<file path="src/sv/dvs_mul.sv">
module dvs_mul (
	input  logic               clk,
	input  logic               en,
	input  logic signed [32:0] a,
	input  logic signed [32:0] b,
	output logic signed [65:0] prod
);
	logic signed [65:0] prod_q;

	assign prod = prod_q;

	always_ff @(posedge clk) begin
		if (en) prod_q <= a * b;
	end
endmodule

</file>
<file path="config.mk">
export PLATFORM = sky130hd
export DESIGN_NAME = dvs_mul
export DESIGN_NICKNAME = d
export VERILOG_FILES = /design/src/sv/dvs_mul.sv
export SDC_FILE = /design/constraint.sdc
export NUM_CORES = 2
export LEC_CHECK = 0
export ABC_AREA = 0
export BUFFER_PORTS_ARGS = -buffer_cell sky130_fd_sc_hd__buf_2
export CORE_MARGIN = 5
export CORE_UTILIZATION = 60
export DETAILED_ROUTE_END_ITERATION = 8
export GPL_TIMING_DRIVEN = 0
export PLACE_DENSITY = 0.77
export REMOVE_ABC_BUFFERS = 1
export SYNTH_ARGS = -nofsm -noshare
export SYNTH_HDL_FRONTEND = slang
export SYNTH_SLANG_ARGS = --single-unit
</file>
<file path="constraint.sdc">
create_clock -name clk -period 14.4 [get_ports clk]
set_clock_uncertainty 0.05 [all_clocks]
set_input_delay 0 -clock clk [delete_from_list [all_inputs] [get_ports clk]]
set_output_delay 0 -clock clk [all_outputs]
set_load 0.1 [all_outputs]
</file>
==> flow_summary.json <==
{
  "grt_pass1_vias": 32200,
  "gp_congestion": 0.929,
  "area_delta_synth_final_pct": 3.05,
  "clkSinkCount": 66,
  "synth-edff-count": 66,
  "worst_pin_slew_ns": 1.37,
  "cp_slowest_stage_delay_ns": 0.97,
  "die_h_um": 273,
  "h-tree-depth": 3,
  "largest_register_ffs": 66,
  "max-slew-margin-rel": 0.0899,
  "arrival_ns": 8.39,
  "rows": 96,
  "antenna_found_initial": 6,
  "layout_commonest_cell": "fa_1",
  "grt_max_degree": 66,
  "min_path_cells": 2,
  "ys_seq_elements": 66,
  "initial_utilization": 0.605,
  "drv_cap": 0,
  "tritoncts": "yes",
  "cp-start-kind": "primary input",
  "slowest_stage": "fa_1",
  "fin_crit_sh": 0.575,
  "use_met1": 0.391,
  "period_needed_ns": 8.28,
  "ys.warnings.count": 0,
  "dr_total_vias": 29100,
  "crit_required_ns": 14.51,
  "final_util": 0.623,
  "grt_util_met3": 0.0496,
  "max_freq_mhz": 121,
  "drt_pass1_iterations": 5,
  "grt_usage": 0.296,
  "die_w_um": 273,
  "grt_util_met2": 0.503,
  "status": "finished clean",
  "core_mm2": 0.0685,
  "hold_start": "b[0]",
  "synth_area_per_cell_um2": 9.54,
  "drtIter0Drc": 2373,
  "end_kind": "flop",
  "cts_setup_buffers": 0,
  "cts_resized": 0,
  "overflow": 0,
  "avgViaCountPerCell": 5.65,
  "yosysSeqAreaShare": 0.0479,
  "final_antenna_net_count": 0,
  "synth.distinct_cells": 80,
  "hold_class": "primary input to flop",
  "numCtsBuffers": 9,
  "io_buffers": 133,
  "synth-async-reset-ratio": 0,
  "worstSetupPathType": "primary input to flop",
  "drt_wl_total_um": 105000,
  "cts_hold_buf": 1,
  "busiest_layer": "met2",
  "cpMostUsedCell": "fa_1",
  "grt_pass1_wl_um": 172000,
  "route.detailed.drc": 0,
  "hold_viol": 0,
  "drive_above_1_share": 0.0436,
  "cts-root-buf": "clkbuf_16",
  "hpwlAfterDp_um": 80200,
  "synthCells": 4338,
  "crit_chain": "buf_2 -> nand2_1 -> inv_1 -> fa_1 -> fa_1 -> fa_1 -> inv_1 -> fa_1 -> fa_1 -> fa_1 -> fa_1 -> fa_1 -> inv_1 -> ha_1 -> and4_1 -> nand3_1 -> nand2b_1 -> a2111oi_4 -> a211oi_4 -> a21oi_2 -> nor4b_2 -> a311oi_1",
  "drt-wirelength-per-cell_um": 20.4,
  "path_max_fanout": 33,
  "nets": 5693,
  "maxSlewViolCount": 0,
  "syn_area_mm2": 0.0414,
  "rsz0062_at_grt": "false",
  "cts.clk_slew.worst_paths_ns": 0.06,
  "ys.flop_type": "edfxtp_1",
  "min_to": "prod[0]",
  "report.final.setup_viol": 0,
  "tns_ns": 0,
  "layout_common_cells": "1144 x fa_1, 1131 x inv_1, 562 x and2_1",
  "ioPinCount": 134,
  "cts_buffer_depth": 2,
  "die_area_mm2": 0.0743
}
## worst max-delay path, delay by kind of cell
family                   cells  cell delay [ns]
AND/OR/NAND/NOR              5             1.15
adder cells (fa/ha/maj)      9             5.12
AO/OA/AOI/OAI                4             1.08
buffers and inverters        4             1.00
## cells by family after synthesis
family	after synthesis	synth area share
adders and majority gates	1362	0.619
and+or+nand+nor	1271	0.155
AOI/OAI and AO/OA	219	0.0400
DFF	66	0.0479
buffers and inverters	1352	0.123
xor gates and xnor gates	68	0.0144
## stage by stage
step / setup slack [ns] / cells / instance area [um2] / hold WS (ns)
floorplan: 7.34 / 4117 / 40500 / 0.0625
global placement: 5.67 / 5132 / 42300 / 0.570
detailed placement: 5.60 / 5133 / 42300 / 0.225
CTS: 5.96 / 5150 / 42600 / 0.296
global route: 5.77 / 5150 / 42700 / 0.348
finish: 6.12 / 5152 / 42700 / 0.334
## worst max path at each step
stage | cells past startpoint | startpoint | end | slack, ns
2_1_floorplan | 21 | b[0] | prod[62] | 7.34
3_3_place_gp | 22 | a[32] | prod[58] | 5.67
3_5_place_dp | 22 | a[32] | prod[58] | 5.60
4_1_cts | 22 | a[32] | prod[58] | 5.96
5_1_grt | 22 | a[32] | prod[58] | 5.77
6_report | 22 | a[32] | prod[58] | 6.12
## cell usage after synthesis, drive strengths merged (33+ instances only)
| master | count | share of area |
|---|---|---|
| a21o | 38 | 0.0070 |
| a21oi | 61 | 0.0079 |
| and2 | 563 | 0.085 |
| clkbuf | 208 | 0.019 |
| edfxtp | 66 | 0.048 |
| fa | 1145 | 0.55 |
| ha | 217 | 0.066 |
| inv | 1131 | 0.10 |
| nand2 | 551 | 0.050 |
| nor2 | 68 | 0.0062 |
| o21ai | 33 | 0.0042 |
| xnor2 | 43 | 0.0091 |
## area by class of cell
| cell class | count | area [um2] |
|---|---|---|
| multi-input cells | 2920 | 34300 |
| fillers | 5613 | 25800 |
| inverters | 1131 | 4250 |
| flip-flops and latches | 66 | 1980 |
| well taps | 882 | 1100 |
| repair buffers | 135 | 706 |
| clock buffers | 10 | 229 |
| clock inverters | 6 | 66.3 |
| diodes | 2 | 5.00 |
## layer usage
metal  wire length (um)  vias to the layer above
met2              52400                     1406
met3               9290                      315
met4               4310                        2
met1              39000                    15200
met5                 13                        -
li1                   -                    12200
Power is not shown: default switching activity piles up to over one toggle a cycle in this logic, so the estimate is an artifact.
