File: config.mk
export PLATFORM = sky130hd
export DESIGN_NAME = dvs_div
export DESIGN_NICKNAME = d
export VERILOG_FILES = /design/src/sv/dvs_pkg.sv /design/src/sv/dvs_div.sv
export SDC_FILE = /design/constraint.sdc
export NUM_CORES = 1
export LEC_CHECK = 0
export BUFFER_PORTS_ARGS = -buffer_cell sky130_fd_sc_hd__buf_2
export CAP_MARGIN = 20
export CORE_AREA = 2 2 148 150
export DETAILED_ROUTE_END_ITERATION = 10
export DIE_AREA = 0 0 150 152
export GPL_TIMING_DRIVEN = 0
export PLACE_DENSITY = 0.58
export SYNTH_ARGS = -nofsm -noshare
export SYNTH_HDL_FRONTEND = slang
export SYNTH_SLANG_ARGS = --single-unit
File: constraint.sdc
create_clock -name clk -period 6.18 [get_ports clk]
set_input_delay 0.309 -clock clk [delete_from_list [all_inputs] [get_ports clk]]
set_output_delay 0.309 -clock clk [all_outputs]
set_load 0.01 [all_outputs]
File: src/sv/dvs_pkg.sv
package dvs_pkg;

	localparam logic OP_LOAD = 1'b0;
	localparam logic OP_STEP = 1'b1;

	localparam int CFG_IDX_W = 8;

	localparam logic [CFG_IDX_W-1:0] REG_STEP_H       = 8'd0;
	localparam logic [CFG_IDX_W-1:0] REG_DAMPING_KEEP = 8'd1;
	localparam logic [CFG_IDX_W-1:0] REG_SPRING_K     = 8'd2;
	localparam logic [CFG_IDX_W-1:0] REG_REST_LENGTH  = 8'd3;
	localparam logic [CFG_IDX_W-1:0] REG_INV_MASS     = 8'd4;
	localparam logic [CFG_IDX_W-1:0] REG_GRAVITY      = 8'd5;
	localparam logic [CFG_IDX_W-1:0] REG_WIND_AMP     = 8'd6;
	localparam logic [CFG_IDX_W-1:0] REG_WIND_DECAY   = 8'd7;

	localparam logic [31:0]        RST_STEP_H       = 32'd655;
	localparam logic [16:0]        RST_DAMPING_KEEP = 17'd65405;
	localparam logic [31:0]        RST_SPRING_K     = 32'd19661;
	localparam logic [30:0]        RST_REST_LENGTH  = 31'd13107200;
	localparam logic [31:0]        RST_INV_MASS     = 32'd32768;
	localparam logic signed [31:0] RST_GRAVITY      = 32'sd642253;
	localparam logic signed [31:0] RST_WIND_AMP     = 32'sd655360;
	localparam logic [16:0]        RST_WIND_DECAY   = 17'd65503;

	localparam logic signed [31:0] SAT_MAX = 32'sh7fffffff;
	localparam logic signed [31:0] SAT_MIN = 32'sh80000000;

	typedef struct packed {
		logic [31:0]        step_h;
		logic [16:0]        damping_keep;
		logic [31:0]        spring_k;
		logic [30:0]        rest_length;
		logic [31:0]        inv_mass;
		logic signed [31:0] gravity;
		logic signed [31:0] wind_amp;
		logic [16:0]        wind_decay;
	} cfg_t;

	typedef struct packed {
		logic start;
		logic done;
	} iter_ctl_t;

	function automatic logic signed [31:0] sat32(input logic signed [65:0] v);
		logic signed [31:0] r;
		if (v[65:31] == '0 || v[65:31] == '1) r = v[31:0];
		else if (v[65]) r = SAT_MIN;
		else r = SAT_MAX;
		return r;
	endfunction

endpackage

File: src/sv/dvs_div.sv
module dvs_div import dvs_pkg::*; (
	input  logic        clk,
	input  logic        arst_n,
	input  iter_ctl_t   ctl_in,
	output iter_ctl_t   ctl_out,
	input  logic [62:0] num,
	input  logic [31:0] den,
	output logic [31:0] quo
);
	logic [31:0] rem_q;
	logic [31:0] lo_q;
	logic [31:0] den_q;
	logic [31:0] quo_q;
	logic [4:0]  cnt_q;
	logic        busy_q;
	logic        done_q;
	logic [32:0] rem_sh;
	logic        take;

	assign rem_sh = {rem_q, lo_q[31]};
	assign take   = rem_sh >= {1'b0, den_q};
	assign quo    = quo_q;
	assign ctl_out.start = busy_q;
	assign ctl_out.done  = done_q;

	always_ff @(posedge clk or negedge arst_n) begin
		if (!arst_n) begin
			busy_q <= 1'b0;
			done_q <= 1'b0;
			cnt_q  <= '0;
		end else begin
			done_q <= 1'b0;
			if (ctl_in.start) begin
				busy_q <= 1'b1;
				cnt_q  <= '0;
			end else if (busy_q) begin
				cnt_q <= cnt_q + 5'd1;
				if (cnt_q == 5'd31) begin
					busy_q <= 1'b0;
					done_q <= 1'b1;
				end
			end
		end
	end

	always_ff @(posedge clk) begin
		if (ctl_in.start) begin
			rem_q <= {1'b0, num[62:32]};
			lo_q  <= num[31:0];
			den_q <= den;
			quo_q <= '0;
		end else if (busy_q) begin
			lo_q  <= {lo_q[30:0], 1'b0};
			quo_q <= {quo_q[30:0], take};
			if (take) rem_q <= 32'(rem_sh - {1'b0, den_q});
			else rem_q <= rem_sh[31:0];
		end
	end
endmodule

==> results_dict.tcl <==
set metrics [dict create \
    yosys_warnings 0 \
    fin_crit_ps 3500 \
    grt_pass1_wl_um 26700 \
    crit_family "compound AO/OA/AOI/OAI gates" \
    crit_fanout 5 \
    dpl.cell_count 1023 \
    fin_crit_sh 0.566 \
    synthCells 611 \
    grt_util_all_layers 0.149 \
    ios 133 \
    layout_common_cells "buf_2, edfxtp_1, mux2_2" \
    syn_area_um2 7300 \
    avgSynthCellArea_um2 11.9 \
    post_cts_resized 0 \
    tightestPinTransition_ps 979 \
    fin_util 0.418 \
    crit_path_start_kind "register" \
    ys_async_sr_fraction 0.0519 \
    r2r-start "lo_q[31]" \
    cts_sinks 135 \
    min_from "den[29]" \
    cts-buffers-inserted 17 \
    wirelength_um 16400 \
    drtPass1Iterations 4 \
    syn_nets 745 \
    gp_congestion 0.791 \
    hold_viol 0 \
    h-tree-depth 4 \
    dieWidth_um 150 \
    grt_overflow 0 \
    fin_ws_ps 2680 \
    clock_latency_ps 420 \
    fin_cells 1057 \
    path_buf_inv 2 \
    finalMaxSlewViolations 0 \
    yosysSeqAreaShare 0.505 \
    finClkSkew_ps 8.73 \
    required_ps 6350 \
    relSlewSlack 0.347 \
    start_util 0.342 \
    fin_nets 897 \
    startpoint "lo_q[31]" \
    slowest_stage "o31ai_1" \
    synth_edf_count 95 \
    synth_flop_cell "edfxtp_1" \
    synth_seq_cells 135 \
    post_route_cells_drive_above_1_share 0.332 \
    rsz0062_at_grt "false" \
    rows 54 \
    port_buffers 131 \
    die_h_um 152 \
    mostFrequentLayoutCell "buf_2" \
    dp_hpwl_um 11700 \
    crit_chain "inv_1 > ha_1 > inv_1 > fa_1 > a21o_1 > a221oi_4 > o21ai_2 > o31ai_1 > a311oi_1 > o21a_1 > nor2_1 > xnor2_1 > a221o_1" \
    routed-via-count 5076 \
    clock.fmax_ghz 0.286 \
    dp_worst_setup_slack_ps 2670 \
    final_antenna_net_count 0 \
    yosys.cell_types.count 56 \
    nFillCells 2105 \
    endpoint_kind "register" \
    via_per_inst 4.80 \
    critPathMaxStageDelay_ps 490 \
    cts_root_buffer "clkbuf_16" \
    cts_tree "built" \
    crit_arrival_ps 3660 \
    grt_pass1_vias 5232 \
    cap_violations 0 \
    finalSetupViolCount 0 \
    area_growth_pct 22.3 \
    drc 0 \
    hp-class "primary input to register" \
    power.density_nw_per_um2 448 \
    crit_path_frequent_cell "inv_1" \
    clkSlewWorstSetupHoldPaths_ps 60 \
    clockBufferDepth 2 \
    multiInputGateArea_um2 3310 \
    ir_drop_v 0.000180 \
    leakage_nw 4.13 \
    status "completed" \
    grt_antenna_before_repair 1 \
    die_area_um2 22800 \
    fin_setup_tns_ps 0 \
    grt_max_degree 42 \
    core_area_um2 21400 \
    wl_per_cell_um 15.5 \
    critPathKind "register to register" \
    drtIter0Drc 200 \
    regArea_um2 3690 \
]
[stage by stage]
| step | power (mW) | area, µm² | hold slack, ps |
|---|---|---|---|
| 2_1_floorplan | 2.66 | 7300 | 13.4 |
| 3_3_place_gp | 2.99 | 8310 | 150 |
| 3_5_place_dp | 3.00 | 8340 | 146 |
| 4_1_cts | 4.05 | 8930 | 39.7 |
| 5_1_grt | 4.30 | 8930 | 39.9 |
| 6_report | 4.00 | 8930 | 62.7 |
[timing repair]
item                      4_1_cts  5_1_grt
hold endpoints to repair        7        0
hold buffers                    1        0
buffers inserted                0        0
[final cells by class]
cell class | count | area share
inverter | 40 | 0.0168
tap | 280 | 0.0392
multi-input combinational | 405 | 0.371
clock inverter | 15 | 0.0172
clock buffer | 17 | 0.0476
timing repair buffer | 133 | 0.0776
sequential | 135 | 0.413
buffer | 31 | 0.0172
antenna | 1 | 0.000280
[registers in the layout (all words and copies together), names as in the netlist]
name / flops
rem_q: 32
done_q: 1
den_q: 32
quo: 32
cnt_q: 5
lo_q: 32
busy_q: 1
[power breakdown]
part           internal (mW)  switching (mW)  leakage, nW  total [mW]
combinational          0.896           0.836         2.50        1.73
sequential              1.17          0.0819         1.34        1.25
clock                  0.573           0.443        0.292        1.02
total                   2.64            1.36         4.13        4.00
[final timing paths]
| check | to | slack, ps | depth (start not counted) |
|---|---|---|---|
| min in group asynchronous | cnt_q[3] | 250 | 2 |
| max in group asynchronous | cnt_q[4] | 5770 | 2 |
| worst min-delay path | den_q[29] | 60 | 1 |
| worst max-delay path | rem_q[28] | 2680 | 13 |
| worst max register to register | rem_q[28] | 2680 | 13 |
| worst min register to register | rem_q[31] | 500 | 2 |
[layer usage]
metal | GRT usage | up-vias | routed length, µm
met1 | 0.187 | 2444 | 7510
met5 | 0 | - | 0
met2 | 0.248 | 83 | 7880
met4 | 0.0382 | 0 | 204
met3 | 0.0462 | 15 | 792
li1 | - | 2534 | -
[cell usage after synthesis, types with 2 or more instances]
cell type / n / area, µm²
a211o_1: 3 / 26.3
a211oi_1: 3 / 22.5
a21boi_0: 2 / 15.0
a21o_1: 18 / 135
a21oi_1: 27 / 135
a21oi_2: 2 / 17.5
a221o_1: 5 / 50.1
a31oi_1: 3 / 18.8
and2_1: 2 / 12.5
and3_1: 3 / 18.8
buf_1: 6 / 22.5
buf_2: 3 / 15.0
buf_4: 2 / 15.0
buf_6: 2 / 22.5
clkbuf_1: 17 / 63.8
dfrtp_1: 7 / 175
dfxtp_1: 33 / 661
edfxtp_1: 95 / 2850
ha_1: 34 / 425
inv_1: 40 / 150
mux2_2: 59 / 664
mux2_4: 17 / 255
mux2i_1: 39 / 390
nand2_1: 23 / 86.3
nand3_1: 9 / 45.0
nand4_1: 7 / 43.8
nor2_1: 53 / 199
nor3_1: 7 / 35.0
nor3b_1: 5 / 37.5
nor4_1: 3 / 18.8
o21a_1: 11 / 82.6
o21ai_0: 12 / 60.1
o21ai_2: 2 / 17.5
o21bai_1: 2 / 15.0
o22ai_1: 2 / 12.5
o31ai_1: 2 / 15.0
or2_2: 3 / 18.8
or3_1: 2 / 12.5
xnor2_1: 18 / 158
xor2_1: 12 / 105
[kinds of logic after synthesis]
| group | after synthesis | share of synthesized area |
|---|---|---|
| compound gates | 102 | 0.0977 |
| fa+ha+maj | 35 | 0.0610 |
| mux | 115 | 0.179 |
| flops | 135 | 0.505 |
| buf+inv | 71 | 0.0416 |
| xor+xnor | 30 | 0.0360 |
| simple gates | 123 | 0.0790 |
Power figures use the tool's default switching activity.
