<file path="src/sv/dvs_pkg.sv">
package dvs_pkg;

	localparam logic OP_LOAD = 1'b0;
	localparam logic OP_STEP = 1'b1;

	localparam int CFG_IDX_W = 8;

	localparam logic [CFG_IDX_W-1:0] REG_STEP_H       = 8'd0;
	localparam logic [CFG_IDX_W-1:0] REG_DAMPING_KEEP = 8'd1;
	localparam logic [CFG_IDX_W-1:0] REG_SPRING_K     = 8'd2;
	localparam logic [CFG_IDX_W-1:0] REG_REST_LENGTH  = 8'd3;
	localparam logic [CFG_IDX_W-1:0] REG_INV_MASS     = 8'd4;
	localparam logic [CFG_IDX_W-1:0] REG_GRAVITY      = 8'd5;
	localparam logic [CFG_IDX_W-1:0] REG_WIND_AMP     = 8'd6;
	localparam logic [CFG_IDX_W-1:0] REG_WIND_DECAY   = 8'd7;

	localparam logic [31:0]        RST_STEP_H       = 32'd655;
	localparam logic [16:0]        RST_DAMPING_KEEP = 17'd65405;
	localparam logic [31:0]        RST_SPRING_K     = 32'd19661;
	localparam logic [30:0]        RST_REST_LENGTH  = 31'd13107200;
	localparam logic [31:0]        RST_INV_MASS     = 32'd32768;
	localparam logic signed [31:0] RST_GRAVITY      = 32'sd642253;
	localparam logic signed [31:0] RST_WIND_AMP     = 32'sd655360;
	localparam logic [16:0]        RST_WIND_DECAY   = 17'd65503;

	localparam logic signed [31:0] SAT_MAX = 32'sh7fffffff;
	localparam logic signed [31:0] SAT_MIN = 32'sh80000000;

	typedef struct packed {
		logic [31:0]        step_h;
		logic [16:0]        damping_keep;
		logic [31:0]        spring_k;
		logic [30:0]        rest_length;
		logic [31:0]        inv_mass;
		logic signed [31:0] gravity;
		logic signed [31:0] wind_amp;
		logic [16:0]        wind_decay;
	} cfg_t;

	typedef struct packed {
		logic start;
		logic done;
	} iter_ctl_t;

	function automatic logic signed [31:0] sat32(input logic signed [65:0] v);
		logic signed [31:0] r;
		if (v[65:31] == '0 || v[65:31] == '1) r = v[31:0];
		else if (v[65]) r = SAT_MIN;
		else r = SAT_MAX;
		return r;
	endfunction

endpackage

</file>
<file path="src/sv/dvs_ifs.sv">


interface dvs_cfg_if;
	logic        valid;
	logic        ready;
	logic [7:0]  index;
	logic [31:0] data;
	modport source (output valid, output index, output data, input ready);
	modport sink (input valid, input index, input data, output ready);
endinterface

</file>
<file path="src/sv/dvs_cfg.sv">
module dvs_cfg import dvs_pkg::*; (
	input  logic clk,
	input  logic arst_n,
	dvs_cfg_if.sink cfg,
	output cfg_t regs
);
	cfg_t regs_q;

	assign cfg.ready = 1'b1;
	assign regs = regs_q;

	always_ff @(posedge clk or negedge arst_n) begin
		if (!arst_n) begin
			regs_q.step_h       <= RST_STEP_H;
			regs_q.damping_keep <= RST_DAMPING_KEEP;
			regs_q.spring_k     <= RST_SPRING_K;
			regs_q.rest_length  <= RST_REST_LENGTH;
			regs_q.inv_mass     <= RST_INV_MASS;
			regs_q.gravity      <= RST_GRAVITY;
			regs_q.wind_amp     <= RST_WIND_AMP;
			regs_q.wind_decay   <= RST_WIND_DECAY;
		end else if (cfg.valid) begin
			unique case (cfg.index)
				REG_STEP_H:       regs_q.step_h       <= cfg.data;
				REG_DAMPING_KEEP: regs_q.damping_keep <= cfg.data[16:0];
				REG_SPRING_K:     regs_q.spring_k     <= cfg.data;
				REG_REST_LENGTH:  regs_q.rest_length  <= cfg.data[30:0];
				REG_INV_MASS:     regs_q.inv_mass     <= cfg.data;
				REG_GRAVITY:      regs_q.gravity      <= $signed(cfg.data);
				REG_WIND_AMP:     regs_q.wind_amp     <= $signed(cfg.data);
				REG_WIND_DECAY:   regs_q.wind_decay   <= cfg.data[16:0];
				default: ;
			endcase
		end
	end
endmodule

</file>
<file path="src/flat_wrapper.sv">
// flat-port wrapper written by rule: the top's interface ports become plain ports
module dvs_cfg_flat import dvs_pkg::*;
  (clk, arst_n, regs, cfg_valid, cfg_index, cfg_data, cfg_ready);
  dvs_cfg_if cfg_i ();
  input  logic clk;
  input  logic arst_n;
  output cfg_t regs;
  input wire logic [$bits(cfg_i.valid)-1:0] cfg_valid;
  input wire logic [$bits(cfg_i.index)-1:0] cfg_index;
  input wire logic [$bits(cfg_i.data)-1:0] cfg_data;
  output wire logic [$bits(cfg_i.ready)-1:0] cfg_ready;
  assign cfg_i.valid = cfg_valid;
  assign cfg_i.index = cfg_index;
  assign cfg_i.data = cfg_data;
  assign cfg_ready = cfg_i.ready;
  dvs_cfg u_core (.clk(clk), .arst_n(arst_n), .cfg(cfg_i), .regs(regs));
endmodule
</file>
<file path="config.mk">
export PLATFORM = sky130hd
export DESIGN_NAME = dvs_cfg_flat
export DESIGN_NICKNAME = d
export VERILOG_FILES = /design/src/sv/dvs_pkg.sv /design/src/sv/dvs_ifs.sv /design/src/sv/dvs_cfg.sv /design/src/flat_wrapper.sv
export SDC_FILE = /design/constraint.sdc
export NUM_CORES = 1
export LEC_CHECK = 0
export BUFFER_PORTS_ARGS = -buffer_cell sky130_fd_sc_hd__buf_4
export CAP_MARGIN = 20
export CORE_ASPECT_RATIO = 0.7
export CORE_MARGIN = 2
export CORE_UTILIZATION = 51
export DETAILED_ROUTE_END_ITERATION = 6
export PLACE_DENSITY = 0.8
export SYNTH_ARGS = -nofsm -noshare
export SYNTH_HDL_FRONTEND = slang
export SYNTH_SLANG_ARGS = --single-unit
</file>
<file path="constraint.sdc">
create_clock -name clk -period 0.9 [get_ports clk]
set_clock_uncertainty 0.05 [all_clocks]
set_input_delay 0.045 -clock clk [delete_from_list [all_inputs] [get_ports clk]]
set_output_delay 0.045 -clock clk [all_outputs]
set_load 0.02 [all_outputs]
</file>
==> impl_metrics.csv <==
group,metric,value,unit
layout,syn_to_final_growth,75.7,%
die,die_x,159,µm
routing,postRouteAntennaNets,0,
die,die_y,113,µm
setup_path,path_class,"input pin to flip-flop",
setup_path,ff2ff_path_depth,3,
global_routing,grt_max_degree,33,
routing,drc_errors,0,
synthesis,synth-edff-count,0,
synthesis,syn_area,8600,µm²
outcome,violations,"hold timing, setup timing",
setup_path,reg2reg_slack,-0.26,ns
run,cap_violations,0,
die,placementRows,39,
synthesis,synth_area_per_cell,17.5,µm²
placement,dp_hpwl,16.2,mm
routing,wl_per_cell,30.9,µm
synthesis,synth.distinct_cells,24,
sta,fin_crit_sh,1.60,
layout,layout-drive-gt1-share,0.790,
synthesis,yosysSeqAreaShare,0.664,
die,io_pins,269,
global_routing,grt_pass1_wl,47.9,mm
routing,firstDrtPassIters,7,
sta,drv_slew,0,
power,vdd.ir_drop.worst,1.47,mV
synthesis,synth_top_cells_by_count,"mux2_2 (192), dfrtp_1 (165), dfstp_2 (60)",
cts,cts_sinks,225,
layout,seqCellArea,5710,µm²
setup_path,required,1.24,ns
synthesis,synth_ff_type,"dfrtp_1",
synthesis,syn_nets,533,
layout,multi_input_area,3150,µm²
global_routing,grtUsageTotal,0.357,
sta,period_minus_slack,1.44,ns
cts,cts_buffers,22,
power,p_total,24700,µW
routing,viasPerCell,5.79,
sta,fin_hold_ws,-0.0348,ns
setup_path,worstReg2RegStart,"u_core.regs[157]$_DFFE_PN0P_",
synthesis,syn_inst,490,
routing,routed_wl,38.1,mm
cts,path_clk_slew,0.07,ns
setup_path,rr_endpoint,"u_core.regs[157]$_DFFE_PN0P_",
setup_path,cp_max_fo,17,
synthesis,synthArstFlopShare,1.00,
setup_path,critPathLaunchType,"input pin",
cts,clock_latency,0.51,ns
die,die_area,17900,µm²
global_routing,antenna_found_initial,2,
cts,cts_tree,"done",
cts,htree_levels,1,
global_routing,grt_pass1_vias,7200,
sta,clock.fmax,695,MHz
layout,nets,1034,
placement,port-buffer-count,267,
layout,fill_cells,477,
layout,largest_register_ffs,225,
setup_path,cp-end-kind,"flip-flop",
synthesis,synth_area_leaders,"dfrtp_1 (48%), mux2_2 (25%), dfstp_2 (18%), mux2_4 (5.2%), clkbuf_1 (0.52%)",
placement,placed_area,11300,µm²
synthesis,yosysMostFrequentCell,"mux2_2",
sta,setup_violations,450,
synthesis,synth-seq-cells,225,
global_routing,grt.overflow.total,0,
cts,cts_max_path_buffers,3,
die,initial_core_util,0.524,
placement,dp_slack,-1.10,ns
hold_path,hold_path_class,"input pin to async pin",
power,leakagePower,0.00779,µW
power,pwr_density_cell,1630,nW/µm²
routing,vias,7150,
sta,hold_viol,12,
synthesis,synth_warnings,0,
routing,first_iter_violations,666,
cts,cts-hold-fix-buffers,33,
cts,cts_root_buffer,"clkbuf_16",
synthesis,yosysTopAreaCellShare,0.480,
placement,place.gp.congestion,0.811,
sta,rsz0062_at_grt,"true",
synthesis,synth_area_leader_cell,"dfrtp_1",
setup_path,arrival,1.78,ns
sta,fin_ws,-0.538,ns
die,coreArea,16400,µm²
outcome,status,"finished with violations",
sta,finalSetupTns,-143.79,ns
layout,post-route-cell-area,15100,µm²
-- per-stage QoR --
stage	std cells	util
after global routing	1234	0.921
after floorplan	490	-
final	1234	0.921
after detailed placement	992	0.688
after global placement	992	0.688
after CTS	1165	0.885
-- cell usage in the layout (no fill, tap or decap) --
cell           Yosys  layout
dfrtp_2            0       1
conb_1             1       1
buf_6              3     247
clkbuf_8           0       6
nand3b_1           1       1
dfrtp_1          165     164
nand2_1            1       1
nor3b_4            0       1
buf_12             0      23
clkbuf_1          12       6
nor4b_4            0       1
mux2_4            30     116
diode_2            0       2
clkinv_2           0       5
nor3_4             0       1
nand4b_1           1       1
buf_16             0       4
dfstp_2           60      60
buf_8              0      10
nor4_4             0       2
buf_4              1     182
or4_4              1       2
dlygate4sd3_1      0      33
clkbuf_16          0      24
mux2_2           192     109
nand4_1            2       2
bufinv_16          0       1
nand3_4            0       1
inv_1              1       1
nor2_1             1       1
-- cell type report --
type / instances / share of cell area
repair buffers: 501 / 0.347
well taps: 225 / 0.0186
clock buffers: 34 / 0.0441
inverters: 1 / 0.000248
multi-input cells: 240 / 0.209
clock inverters: 6 / 0.00364
diodes: 2 / 0.000331
flip-flops and latches: 225 / 0.378
-- repair_timing --
action                                 4_1_cts  5_1_grt
cloned                                      14        3
setup endpoints to repair                  450      450
buffers inserted                            87       76
pin swaps                                    7        3
endpoints found under the hold margin      450       11
resized for setup                          338       53
-- report_power, final --
| group | switching, µW | internal [µW] | total, µW |
|---|---|---|---|
| clock network | 4180 | 5400 | 9590 |
| registers | 470 | 10700 | 11200 |
| logic | 1830 | 2060 | 3900 |
-- worst max path at each step --
stage	startpoint	endpoint	cells after the start
finish	cfg_index[4]	u_core.regs[157]$_DFFE_PN0P_	5
global placement	cfg_index[6]	u_core.regs[122]$_DFFE_PN0P_	5
global route	cfg_index[6]	u_core.regs[116]$_DFFE_PN0P_	7
floorplan	cfg_index[6]	u_core.regs[145]$_DFFE_PN0P_	5
detailed placement	cfg_index[6]	u_core.regs[114]$_DFFE_PN0P_	5
CTS	cfg_index[6]	u_core.regs[152]$_DFFE_PN0P_	5
-- critical path: stages --
cell and delay (ns):
buf_6 0.11, or4_4 0.58, or4_4 0.50, buf_12 0.20, mux2_4 0.33
-- logic make-up (layout without fill, tap and decap cells) --
kind of cell	Yosys count	in the layout	synth area share
buf+inv	25	542	0.0151
flops	225	225	0.664
mux	225	225	0.308
other cells	1	3	0.000436
simple gates	14	14	0.0130
-- per-layer routing --
layer / track usage / routed length [µm]
met1: 0.439 / 14100
met2: 0.628 / 18100
met3: 0.0902 / 3460
met4: 0.112 / 2480
met5: 0 / 0
No activity file was read; power rests on OpenSTA's default activity.
