===== src/sv/dvs_pkg.sv =====
package dvs_pkg;

	localparam logic OP_LOAD = 1'b0;
	localparam logic OP_STEP = 1'b1;

	localparam int CFG_IDX_W = 8;

	localparam logic [CFG_IDX_W-1:0] REG_STEP_H       = 8'd0;
	localparam logic [CFG_IDX_W-1:0] REG_DAMPING_KEEP = 8'd1;
	localparam logic [CFG_IDX_W-1:0] REG_SPRING_K     = 8'd2;
	localparam logic [CFG_IDX_W-1:0] REG_REST_LENGTH  = 8'd3;
	localparam logic [CFG_IDX_W-1:0] REG_INV_MASS     = 8'd4;
	localparam logic [CFG_IDX_W-1:0] REG_GRAVITY      = 8'd5;
	localparam logic [CFG_IDX_W-1:0] REG_WIND_AMP     = 8'd6;
	localparam logic [CFG_IDX_W-1:0] REG_WIND_DECAY   = 8'd7;

	localparam logic [31:0]        RST_STEP_H       = 32'd655;
	localparam logic [16:0]        RST_DAMPING_KEEP = 17'd65405;
	localparam logic [31:0]        RST_SPRING_K     = 32'd19661;
	localparam logic [30:0]        RST_REST_LENGTH  = 31'd13107200;
	localparam logic [31:0]        RST_INV_MASS     = 32'd32768;
	localparam logic signed [31:0] RST_GRAVITY      = 32'sd642253;
	localparam logic signed [31:0] RST_WIND_AMP     = 32'sd655360;
	localparam logic [16:0]        RST_WIND_DECAY   = 17'd65503;

	localparam logic signed [31:0] SAT_MAX = 32'sh7fffffff;
	localparam logic signed [31:0] SAT_MIN = 32'sh80000000;

	typedef struct packed {
		logic [31:0]        step_h;
		logic [16:0]        damping_keep;
		logic [31:0]        spring_k;
		logic [30:0]        rest_length;
		logic [31:0]        inv_mass;
		logic signed [31:0] gravity;
		logic signed [31:0] wind_amp;
		logic [16:0]        wind_decay;
	} cfg_t;

	typedef struct packed {
		logic start;
		logic done;
	} iter_ctl_t;

	function automatic logic signed [31:0] sat32(input logic signed [65:0] v);
		logic signed [31:0] r;
		if (v[65:31] == '0 || v[65:31] == '1) r = v[31:0];
		else if (v[65]) r = SAT_MIN;
		else r = SAT_MAX;
		return r;
	endfunction

endpackage


===== src/sv/dvs_root.sv =====
module dvs_root import dvs_pkg::*; (
	input  logic        clk,
	input  logic        arst_n,
	input  iter_ctl_t   ctl_in,
	output iter_ctl_t   ctl_out,
	input  logic [63:0] rad,
	output logic [31:0] root
);
	logic [63:0] rad_q;
	logic [33:0] rem_q;
	logic [31:0] root_q;
	logic [4:0]  cnt_q;
	logic        busy_q;
	logic        done_q;
	logic [34:0] rem_sh;
	logic [34:0] trial;
	logic        take;

	assign rem_sh = {rem_q[32:0], rad_q[63:62]};
	assign trial  = {1'b0, root_q, 2'b01};
	assign take   = rem_sh >= trial;
	assign root   = root_q;
	assign ctl_out.start = busy_q;
	assign ctl_out.done  = done_q;

	always_ff @(posedge clk or negedge arst_n) begin
		if (!arst_n) begin
			busy_q <= 1'b0;
			done_q <= 1'b0;
			cnt_q  <= '0;
		end else begin
			done_q <= 1'b0;
			if (ctl_in.start) begin
				busy_q <= 1'b1;
				cnt_q  <= '0;
			end else if (busy_q) begin
				cnt_q <= cnt_q + 5'd1;
				if (cnt_q == 5'd31) begin
					busy_q <= 1'b0;
					done_q <= 1'b1;
				end
			end
		end
	end

	always_ff @(posedge clk) begin
		if (ctl_in.start) begin
			rad_q  <= rad;
			rem_q  <= '0;
			root_q <= '0;
		end else if (busy_q) begin
			rad_q <= {rad_q[61:0], 2'b00};
			if (take) begin
				rem_q  <= 34'(rem_sh - trial);
				root_q <= {root_q[30:0], 1'b1};
			end else begin
				rem_q  <= rem_sh[33:0];
				root_q <= {root_q[30:0], 1'b0};
			end
		end
	end
endmodule


===== config.mk =====
export PLATFORM = sky130hd
export DESIGN_NAME = dvs_root
export DESIGN_NICKNAME = d
export VERILOG_FILES = /design/src/sv/dvs_pkg.sv /design/src/sv/dvs_root.sv
export SDC_FILE = /design/constraint.sdc
export NUM_CORES = 1
export LEC_CHECK = 0
export ABC_CLOCK_PERIOD_IN_PS = 2700
export BUFFER_PORTS_ARGS = -buffer_cell sky130_fd_sc_hd__buf_4
export CORE_MARGIN = 3
export CORE_UTILIZATION = 53
export DETAILED_ROUTE_END_ITERATION = 12
export PLACE_DENSITY = 0.77
export SLEW_MARGIN = 15
export SYNTH_ARGS = -nofsm -noshare
export SYNTH_HDL_FRONTEND = slang
export SYNTH_SLANG_ARGS = --single-unit

===== constraint.sdc =====
create_clock -name clk -period 2.7 [get_ports clk]
set_input_delay 0.27 -clock clk [delete_from_list [all_inputs] [get_ports clk]]
set_output_delay 0.27 -clock clk [all_outputs]
set_load 0.02 [all_outputs]

==> results of run 1 <==
critical path, cell delays in order, from the launching register on:
cell and delay, ns:
dfxtp_1 0.34, inv_1 0.06, ha_1 0.32, nand2_1 0.10, o21ai_1 0.12, a311o_1 0.35, a221o_1 0.34, a31oi_4 0.19
o21bai_4 0.12, buf_12 0.17, or2_1 0.21, a311oi_2 0.26
power by group:
group	switching, mW	total, mW	internal [mW]
registers	0.187	2.67	2.48
clock network	0.934	2.13	1.19
logic	2.84	5.69	2.85
through the flow:
stage          cells  utilization (%)  hold WS [ns]
4_1_cts         1108             70.0         0.119
2_1_floorplan    743                -       -0.0256
5_1_grt         1109             70.9         0.130
3_3_place_gp    1073             65.7        0.0830
6_report        1109             70.9         0.136
3_5_place_dp    1073             65.7        0.0870
Yosys cell counts (4+ instances only):
master    instances  share of area (%)
nor2_1           84                4.1
dfxtp_1          65                 17
edfxtp_1         64                 25
mux2_2           63                9.2
mux2i_1          57                7.4
nand2_1          45                2.2
inv_1            44                2.1
ha_1             36                5.8
a21oi_1          30                1.9
o21ai_0          24                1.6
a211oi_1         23                2.2
clkbuf_1         22                1.1
xnor2_1          16                1.8
xor2_1           14                1.6
nor3_1           13               0.84
nand3_1           9               0.58
a21o_1            8               0.78
buf_1             7               0.34
dfrtp_1           7                2.3
nand4_1           7               0.57
nand2b_1          6               0.49
o211ai_1          6               0.58
and2_1            5               0.41
and3_1            5               0.41
a21boi_0          4               0.39
buf_2             4               0.26
o21bai_1          4               0.39
o31ai_1           4               0.39
how the worst max path moves through the flow:
stage / end / slack [ns] / from / depth (start not counted)
2_1_floorplan: rem_q[20] / 0.005 / root[22] / 11
6_report: rem_q[28] / 0.02 / root[19] / 11
4_1_cts: rem_q[28] / 0.005 / root[24] / 10
5_1_grt: rem_q[21] / -0.08 / root[4] / 12
3_5_place_dp: rem_q[28] / -0.06 / root[20] / 11
3_3_place_gp: rem_q[25] / 0.02 / root[9] / 11
routing by layer:
layer / global-route usage [%] / part of all wire [%]
met4: 6.31 / 1.3
met3: 7.24 / 7.4
met5: 0 / 0
met2: 37.7 / 49
met1: 28.3 / 43
registers in the layout (all words and copies together), names as in the netlist:
| signal | count |
|---|---|
| busy_q | 1 |
| root | 32 |
| rem_q | 33 |
| cnt_q | 5 |
| done_q | 1 |
| rad_q | 64 |
cell type report:
class	instances	area (µm²)	area share (%)
multi-input combinational	521	4060	40.8
sequential	136	3410	34.2
timing repair buffer	196	1550	15.6
clock buffer	18	429	4.31
tap	180	225	2.26
inverter	44	165	1.66
clock inverter	14	113	1.13
cells by family (layout without fill, tap and decap cells):
kind of cell             count (synthesis)  after routing
AND/OR/NAND/NOR                        190            190
AO/OA/AOI/OAI                          145            145
flip-flops                             136            136
multiplexers                           120            120
buffers and inverters                   86            272
adder cells (fa/ha/maj)                 36             36
XOR/XNOR                                30             30
timing repair:
action / CTS / global route
setup endpoints to repair: 9 / 22
endpoints found under the hold margin: 7 / 0
hold buffers: 1 / 0
pin swaps: 4 / 2
setup buffers: 2 / 1
resized for setup: 2 / 23
gates cloned: 0 / 0
==> results.md, run 1 <==
- Final #Nets: 1020
- Cells on Worst Hold Path: 2
- Gr usage total: 22.6%
- Syn Inst Count: 743
- DR vias/cell: 5.59
- Fmax achieved: 374 MHz
- Cell Pwr Density: 1050 nW/µm²
- Peak supply drop: 0.000552 V
- Async set-or-reset flop fraction in the synthesized netlist: 5.15%
- Routed wire length per instance: 15.9 µm
- EDFF count, synth: 64
- TritonRoute pass-1 iters: 6
- Most common cell after layout, fill and taps aside: buf_4
- Root Driver: clkbuf_16
- Layout cells sized above 1: 35.8%
- Cell Rows: 43
- Final worst path period need: 2.68 ns
- CP Capture Type: register
- RSZ-0062 raised after global routing: yes
- Fin. Hold Viols: 0
- Leakage: 4.48 nW
- Ant diodes: 0
- CP startpoint kind: register
- Largest net degree at the start of global routing: 73
- Final worst slack: 0.0229 ns
- Synth Area in Compound Gates: 13.5%
- Crit share post-route: 99.2%
- Post-place setup slack: -0.0580 ns
- Antenna violations before repair: 0
- Initial Utilization: 54.9%
- Synth Cell Area: 7710 µm²
- Syn Area/Cell: 10.4 µm²
- Worst EP required: 3.02 ns
- Num CTS Buffers: 17
- CTS tree: yes
- Routed vias: 6203
- Adder-cell share of the synthesized area: 5.84%
- R2r worst-path depth: 11
- Die area: 16000 µm²
- Global placement routability congestion: 0.952
- Final setup skew: 0.00703 ns
- Slew Limit Fails: 0
- Hold EP: rad_q[0]
- Mapped Nets: 847
- Clock net sink count: 136
- RR Endpoint: rem_q[28]
- Status: completed
- Die Y-Extent: 127 µm
- Max_cap viols: 0
- Setup TNS: 0 ns
- Hold Path Class: in2reg
- Post-synth cell types: 73
- Num ports: 102
- Post-synthesis mux area share: 16.6%
- Endpoints failing setup: 0
- First-pass GRT wire length: 30000 µm
- DRC viols: 0
- Core area: 14000 µm²
- Post-synth top flop: dfxtp_1
- Clock transition at path regs: 0.06 ns
- Xor/xnor share of the synthesized area: 3.41%
- Die W: 127 µm
- Seq cells post-synth: 136
- Port bufs: 100
- Worst skew pair latency: 0.42 ns
- Antenna-violating nets left: 0
- Fillers: 1013
- DP Area: 9230 µm²
- Worst R2R Start: root[19]
- Hold path start: rad[0]
- Slew @ Worst Pin: 0.730 ns
- Yosys warns: 0
- GRT Residual Overflow: 0
- H-tree depth: 4
- Final HPWL DP: 12600 µm
- Area growth syn-to-layout: 29.0%
- Largest family of logic cells by synthesized area: multiplexers
- Crit path max fanout: 13
- Most frequent cells in the layout: buf_4, nor2_1, edfxtp_1
- Post-route cell area: 9950 µm²
- Overall Power: 10.5 mW
- Reg2Reg Setup Slack: 0.02 ns
- Iteration-0 DRC count of the detailed router: 458
- Synth Area in Simple Gates: 11.5%
- Vias in the first global route: 6394
- Seq/Total Area, Yosys: 44.1%
- CTS max path bufs: 2
- Arr. time, crit path: 3.00 ns
- Critical setup path kind: reg2reg
- Total length of routed wires: 17700 µm
- Relative slew slack: 51.2%
No activity file was read; power rests on OpenSTA's default activity.
==> run 2, diff against run 1 <==
--- a/config.mk
+++ b/config.mk
@@ -8,9 +8,9 @@
 export ABC_CLOCK_PERIOD_IN_PS = 2700
 export BUFFER_PORTS_ARGS = -buffer_cell sky130_fd_sc_hd__buf_4
 export CORE_MARGIN = 3
-export CORE_UTILIZATION = 53
+export CORE_UTILIZATION = 51
 export DETAILED_ROUTE_END_ITERATION = 12
-export PLACE_DENSITY = 0.77
+export PLACE_DENSITY = 0.75
 export SLEW_MARGIN = 15
 export SYNTH_ARGS = -nofsm -noshare
 export SYNTH_HDL_FRONTEND = slang
==> results.md, run 2 (synthesis results as in run 1) <==
- Top reg by flops: rad_q
- Worst EP required: 3.03 ns (about the same)
- Area growth syn-to-layout: 31.0%
- Worst R2R Start: root[23]
- Largest net degree at the start of global routing: 65 (-11%)
- Routed wire length per instance: 16.9 µm (+6.1%)
- Worst Setup EP: rem_q[28]
- Status: complete, but fails checks
- Slowest stage cell, crit path: a221o_1
- Critical path buffer and inverter count: 3 (+1)
- Fmax achieved: 368 MHz (-1.5%)
- Non-filler instance count after layout: 1105 (-0.36%)
- Cell Rows: 44 (+2.3%)
- Layout cells sized above 1: 37.4% (+1.5 points)
- Slew @ Worst Pin: 0.755 ns (+0.0251 ns)
- CP startpoint: root[23]
- CP max stage delay: 0.37 ns (+0.02 ns)
- Cell Pwr Density: 1110 nW/µm² (+5.0%)
- Die W: 129 µm (+1.8%)
- Crit share post-route: 101% (+1.5 points)
- Hold Path Class: in2reg
- Reg2Reg Setup Slack: -0.02 ns (-0.04 ns)
- Most common cell after layout, fill and taps aside: buf_4
- Arr. time, crit path: 3.05 ns (+0.05 ns)
- Clock transition at path regs: 0.06 ns (about the same)
- Global placement routability congestion: 0.884 (-7.1%)
- Most frequent cells in the layout: buf_4, nor2_1, edfxtp_1
- Die area: 16600 µm² (+3.7%)
- CP Capture Type: register
- Port bufs: 100 (unchanged)
- Antenna-violating nets left: 0 (unchanged)
- CP startpoint kind: register
- Critical setup path kind: reg2reg
- Root Driver: clkbuf_16
- H-tree depth: 4 (unchanged)
- R2r worst-path depth: 12 (+1)
- Largest register FFs: 64 (unchanged)
- Final HPWL DP: 12500 µm (-0.48%)
- Die Y-Extent: 129 µm (+1.8%)
- DR vias/cell: 5.62 (+0.39%)
- Fin. Hold Viols: 0 (unchanged)
- Final #Nets: 1012 (-0.78%)
- Placed insts: 1065 (-0.75%)
- Critical path depth in cells: 12 (+1)
- Gr usage total: 21.8% (-0.78 points)
- Vias in the first global route: 6226 (-2.6%)
- Slew Limit Fails: 0 (unchanged)
- DRC viols: 0 (unchanged)
- Max_cap viols: 0 (unchanged)
- Relative slew slack: 49.5% (-1.7 points)
- CTS max path bufs: 2 (unchanged)
- Final worst slack: -0.0186 ns (-0.0414 ns)
- Final setup skew: 0.0101 ns (+0.00311 ns)
- CP dominant cell by count: buf_12
- Num ports: 102 (unchanged)
- Iteration-0 DRC count of the detailed router: 398 (-13%)
- Post-place setup slack: -0.0296 ns (+0.0285 ns)
- Area of the multi-input gates: 4140 µm² (+1.9%)
- Peak supply drop: 0.000640 V (+16%)
- Endpoints failing setup: 1 (+1)
- First-pass GRT wire length: 29300 µm (-2.4%)
- Antenna violations before repair: 0 (unchanged)
- Register area: 3410 µm² (+0.22%)
- Worst skew pair latency: 0.43 ns (about the same)
- Ant diodes: 0 (unchanged)
- RR Endpoint: rem_q[28]
- TritonRoute pass-1 iters: 5 (-1)
- Num CTS Buffers: 17 (unchanged)
- Cell Chain, Critical Path: inv_1 > ha_4 > a21oi_4 > a21boi_1 > a311o_1 > a221o_1 > a31oi_4 > o21bai_4 > buf_12 > buf_12 > or2_1 > a311oi_1
- Initial Utilization: 52.7% (-2.3 points)
- CP delay by family, top: compound AO/OA/AOI/OAI gates
- Hold path start: rad[0]
- Failing checks: setup timing
- Routed vias: 6205 (+0.032%)
- Clock net sink count: 136 (unchanged)
- GRT Residual Overflow: 0 (unchanged)
- Fillers: 1088 (+7.4%)
- Total length of routed wires: 18700 µm (+5.8%)
- Final worst path period need: 2.72 ns (+0.0414 ns)
- Crit path max fanout: 7 (-6)
- Leakage: 4.53 nW (+0.95%)
- CTS tree: yes
- RSZ-0062 raised after global routing: yes
- Core area: 14600 µm² (+4.3%)
run 2: cell count changes in the layout (fill, tap and decap cells not counted), sizes merged:
cell      previous run  this run
buf                195       184
bufinv               0         3
clkinvlp             4         1
clkbuf              18        20
inv                 51        53
clkinv               3         2
run 2: power by group:
group          switching, mW  internal [mW]  total, mW  leakage (nW)
logic                   2.99           3.03       6.01          2.91
registers              0.198           2.48       2.68          1.31
clock network          0.983           1.49       2.48         0.307
total                   4.17           7.01       11.2          4.53
run 2: worst reg2reg max path: cells and delay by family (launching register included):
kind / cells / cell delay, ns
AND/OR/NAND/NOR: 1 / 0.20
buffers and inverters: 3 / 0.35
AO/OA/AOI/OAI: 7 / 1.50
flip-flops: 1 / 0.33
adder cells (fa/ha/maj): 1 / 0.24
run 2: layer usage:
layer / vias to the layer above / part of all wire [%] / global-route usage, %
met5: - / 0 / 0
met4: 0 / 1.9 / 7.04
met3: 36 / 7.0 / 8.22
met2: 172 / 49 / 36.1
met1: 2973 / 42 / 26.4
li1: 3024 / - / -
run 2: cell type report:
type	instances	area share, %
multi-input combinational	521	41.0
sequential	136	33.8
timing repair buffer	188	15.0
clock buffer	17	4.21
tap	184	2.28
clock inverter	15	2.04
inverter	44	1.64
run 2: worst min path at each step:
stage	end	cells after the start
floorplan	busy_q	0
global placement	done_q	1
detailed placement	done_q	1
CTS	rad_q[0]	2
global route	rad_q[2]	2
finish	rad_q[0]	2
run 2: repair_timing:
item / in CTS / in global routing
endpoints found under the setup margin: 6 / 31
hold buffers: 1 / 0
gates resized for setup: 6 / 43
cloned: 0 / 3
pin swaps: 2 / 22
buffers inserted: 1 / 3
endpoints found under the hold margin: 7 / 0
run 2: metrics by stage:
stage | util [%] | TNS, ns | total power [mW] | cell area (µm²) | hold slack [ns]
after global placement | 62.2 | 0 | 7.71 | 9110 | 0.0822
after detailed placement | 62.2 | -0.0624 | 7.82 | 9110 | 0.0836
after global routing | 69.0 | -0.521 | 11.8 | 10100 | 0.127
final | 69.0 | -0.0186 | 11.2 | 10100 | 0.128
after floorplan | - | 0 | 6.44 | 7720 | -0.0256
after CTS | 66.8 | 0 | 10.4 | 9780 | 0.111
==> run 3, diff against run 2 <==
--- a/config.mk
+++ b/config.mk
@@ -8,9 +8,8 @@
 export ABC_CLOCK_PERIOD_IN_PS = 2700
 export BUFFER_PORTS_ARGS = -buffer_cell sky130_fd_sc_hd__buf_4
 export CORE_MARGIN = 3
-export CORE_UTILIZATION = 51
+export CORE_UTILIZATION = 25
 export DETAILED_ROUTE_END_ITERATION = 12
-export PLACE_DENSITY = 0.75
 export SLEW_MARGIN = 15
 export SYNTH_ARGS = -nofsm -noshare
 export SYNTH_HDL_FRONTEND = slang
==> results.md, run 3 (synthesis results as in run 1) <==
- Cell Pwr Density: 1080 nW/µm² (-2.8%)
- Final worst path period need: 2.68 ns (-0.0411 ns)
- Met2 wire length: 8830 µm (-2.9%)
- Status: completed
- Worst skew pair latency: 0.43 ns (about the same)
- Fillers: 2989 (+170%)
- GRT Residual Overflow: 0 (unchanged)
- Initial Utilization: 25.7% (-27 points)
- Most common cell after layout, fill and taps aside: buf_4
- Gr usage total: 11.6% (-10 points)
- Clock net sink count: 136 (unchanged)
- Root Driver: clkbuf_16
- Most frequent cells in the layout: buf_4, nor2_1, edfxtp_1
- Port bufs: 100 (unchanged)
- CTS max path bufs: 2 (unchanged)
- Vias in the first global route: 6273 (+0.75%)
- Ant diodes: 0 (unchanged)
- Hold Path Class: in2reg
- Relative slew slack: 59.5% (+10 points)
- Register area: 3420 µm² (about the same)
- Largest net degree at the start of global routing: 65 (unchanged)
- RSZ-0062 raised after global routing: yes
- Leakage: 4.60 nW (+1.7%)
- Fin. Hold Viols: 0 (unchanged)
- CP startpoint kind: register
- Final HPWL DP: 13700 µm (+9.5%)
- Slew @ Worst Pin: 0.608 ns (-0.147 ns)
- CTS tree: yes
- Routed wire length per instance: 14.7 µm (-13%)
- Endpoints failing setup: 0 (-1)
- Top reg by flops: rad_q
- Critical setup path kind: reg2reg
- Antenna-violating nets left: 0 (unchanged)
- Met3 WL: 1750 µm (+33%)
- Highest routed layer: met4
- Crit share post-route: 99.2% (-1.5 points)
- Arr. time, crit path: 3.00 ns (-0.05 ns)
- Global placement routability congestion: 0.823 (-7.0%)
- Final setup skew: 0.0102 ns (+0.0000312 ns)
- Overall Power: 11.3 mW (+1.5%)
- Hold_ws: 0.132 ns (+0.00375 ns)
- CP Capture Type: register
- Die area: 33000 µm² (+98%)
- Reg2Reg Setup Slack: 0.02 ns (+0.04 ns)
- Max_cap viols: 0 (unchanged)
- Routed vias: 6121 (-1.4%)
- Layout cells sized above 1: 40.0% (+2.7 points)
- First-pass GRT wire length: 31700 µm (+8.2%)
- TritonRoute pass-1 iters: 5 (unchanged)
- Die W: 182 µm (+41%)
- DR vias/cell: 4.61 (-18%)
- Antenna violations before repair: 0 (unchanged)
- Clock transition at path regs: 0.07 ns (about the same)
- Num ports: 102 (unchanged)
- Largest register FFs: 64 (unchanged)
- Iteration-0 DRC count of the detailed router: 360 (-9.5%)
- H-tree depth: 4 (unchanged)
- Final worst slack: 0.0226 ns (+0.0411 ns)
- Cell Rows: 63 (+43%)
- Die Y-Extent: 182 µm (+41%)
- Worst EP required: 3.03 ns (about the same)
- Core area: 30000 µm² (+110%)
- Total length of routed wires: 19500 µm (+4.7%)
- Slew Limit Fails: 0 (unchanged)
- Num CTS Buffers: 17 (unchanged)
- Fmax achieved: 373 MHz (+1.5%)
- Area of the multi-input gates: 4250 µm² (+2.5%)
- Post-place setup slack: -0.0527 ns (-0.0231 ns)
- Final #Nets: 1030 (+1.8%)
- Crit path max fanout: 9 (+2)
- Peak supply drop: 0.000523 V (-18%)
- Area growth syn-to-layout: 36.7%
- Met1 WL: 8730 µm (+11%)
- DRC viols: 0 (unchanged)
## run 3: changes by cell type in the layout (fill, tap and decap cells not counted), sizes merged
| cell | previous run | this run |
|---|---|---|
| buf | 184 | 204 |
| bufinv | 3 | 1 |
| clkbuf | 20 | 18 |
| clkinv | 2 | 4 |
## run 3: final cells by class
cell class / instances / area share, %
clock inverter: 15 / 1.51
clock buffer: 17 / 4.03
timing repair buffer: 206 / 15.6
multi-input combinational: 521 / 40.3
tap: 390 / 4.63
inverter: 44 / 1.57
sequential: 136 / 32.4
## run 3: per-stage QoR
| stage | util [%] | cell area [µm²] | TNS [ns] | instances |
|---|---|---|---|---|
| after floorplan | - | 7720 | 0 | 743 |
| after global placement | 31.5 | 9460 | -0.0531 | 1282 |
| after detailed placement | 31.5 | 9460 | -0.0778 | 1282 |
| after CTS | 33.6 | 10100 | -0.00743 | 1316 |
| after global routing | 35.1 | 10500 | -0.201 | 1329 |
| final | 35.1 | 10500 | 0 | 1329 |
## run 3: power breakdown
group          internal (mW)  switching [mW]
sequential              2.48           0.196
clock                   1.31            1.04
combinational           3.23            3.08
## run 3: path summary, 6_finish.rpt
path                       startpoint        end  cells past startpoint
setup / recovery             root[18]  rem_q[21]                     12
hold reg to reg             rem_q[25]  rem_q[25]                      2
setup reg to reg             root[18]  rem_q[21]                     12
hold / removal                 rad[1]   rad_q[1]                      2
min in group asynchronous      arst_n   cnt_q[0]                      2
max in group asynchronous      arst_n     busy_q                      2
## run 3: per-layer routing
layer / global-route usage [%] / up-vias
met5: 0 / -
met4: 2.65 / 0
met3: 5.37 / 22
met2: 18.0 / 141
met1: 14.8 / 2895
li1: - / 3063
## run 3: timing repair
item / CTS / global route
setup endpoints to repair: 4 / 32
setup buffers: 1 / 11
hold endpoints to repair: 7 / 0
gates resized for setup: 4 / 69
hold buffers: 1 / 0
pin swaps: 1 / 31
gates cloned: 0 / 2
## run 3: worst max-delay path, stage by stage (launching register included)
cell and delay (ns):
dfxtp_2 0.34, inv_2 0.05, ha_4 0.21, a21oi_2 0.16, o21ai_2 0.09, a311o_1 0.39
a221o_1 0.37, a31oi_4 0.19, o21bai_4 0.11, buf_12 0.16, buf_12 0.14, mux2i_1 0.12
a211oi_1 0.26
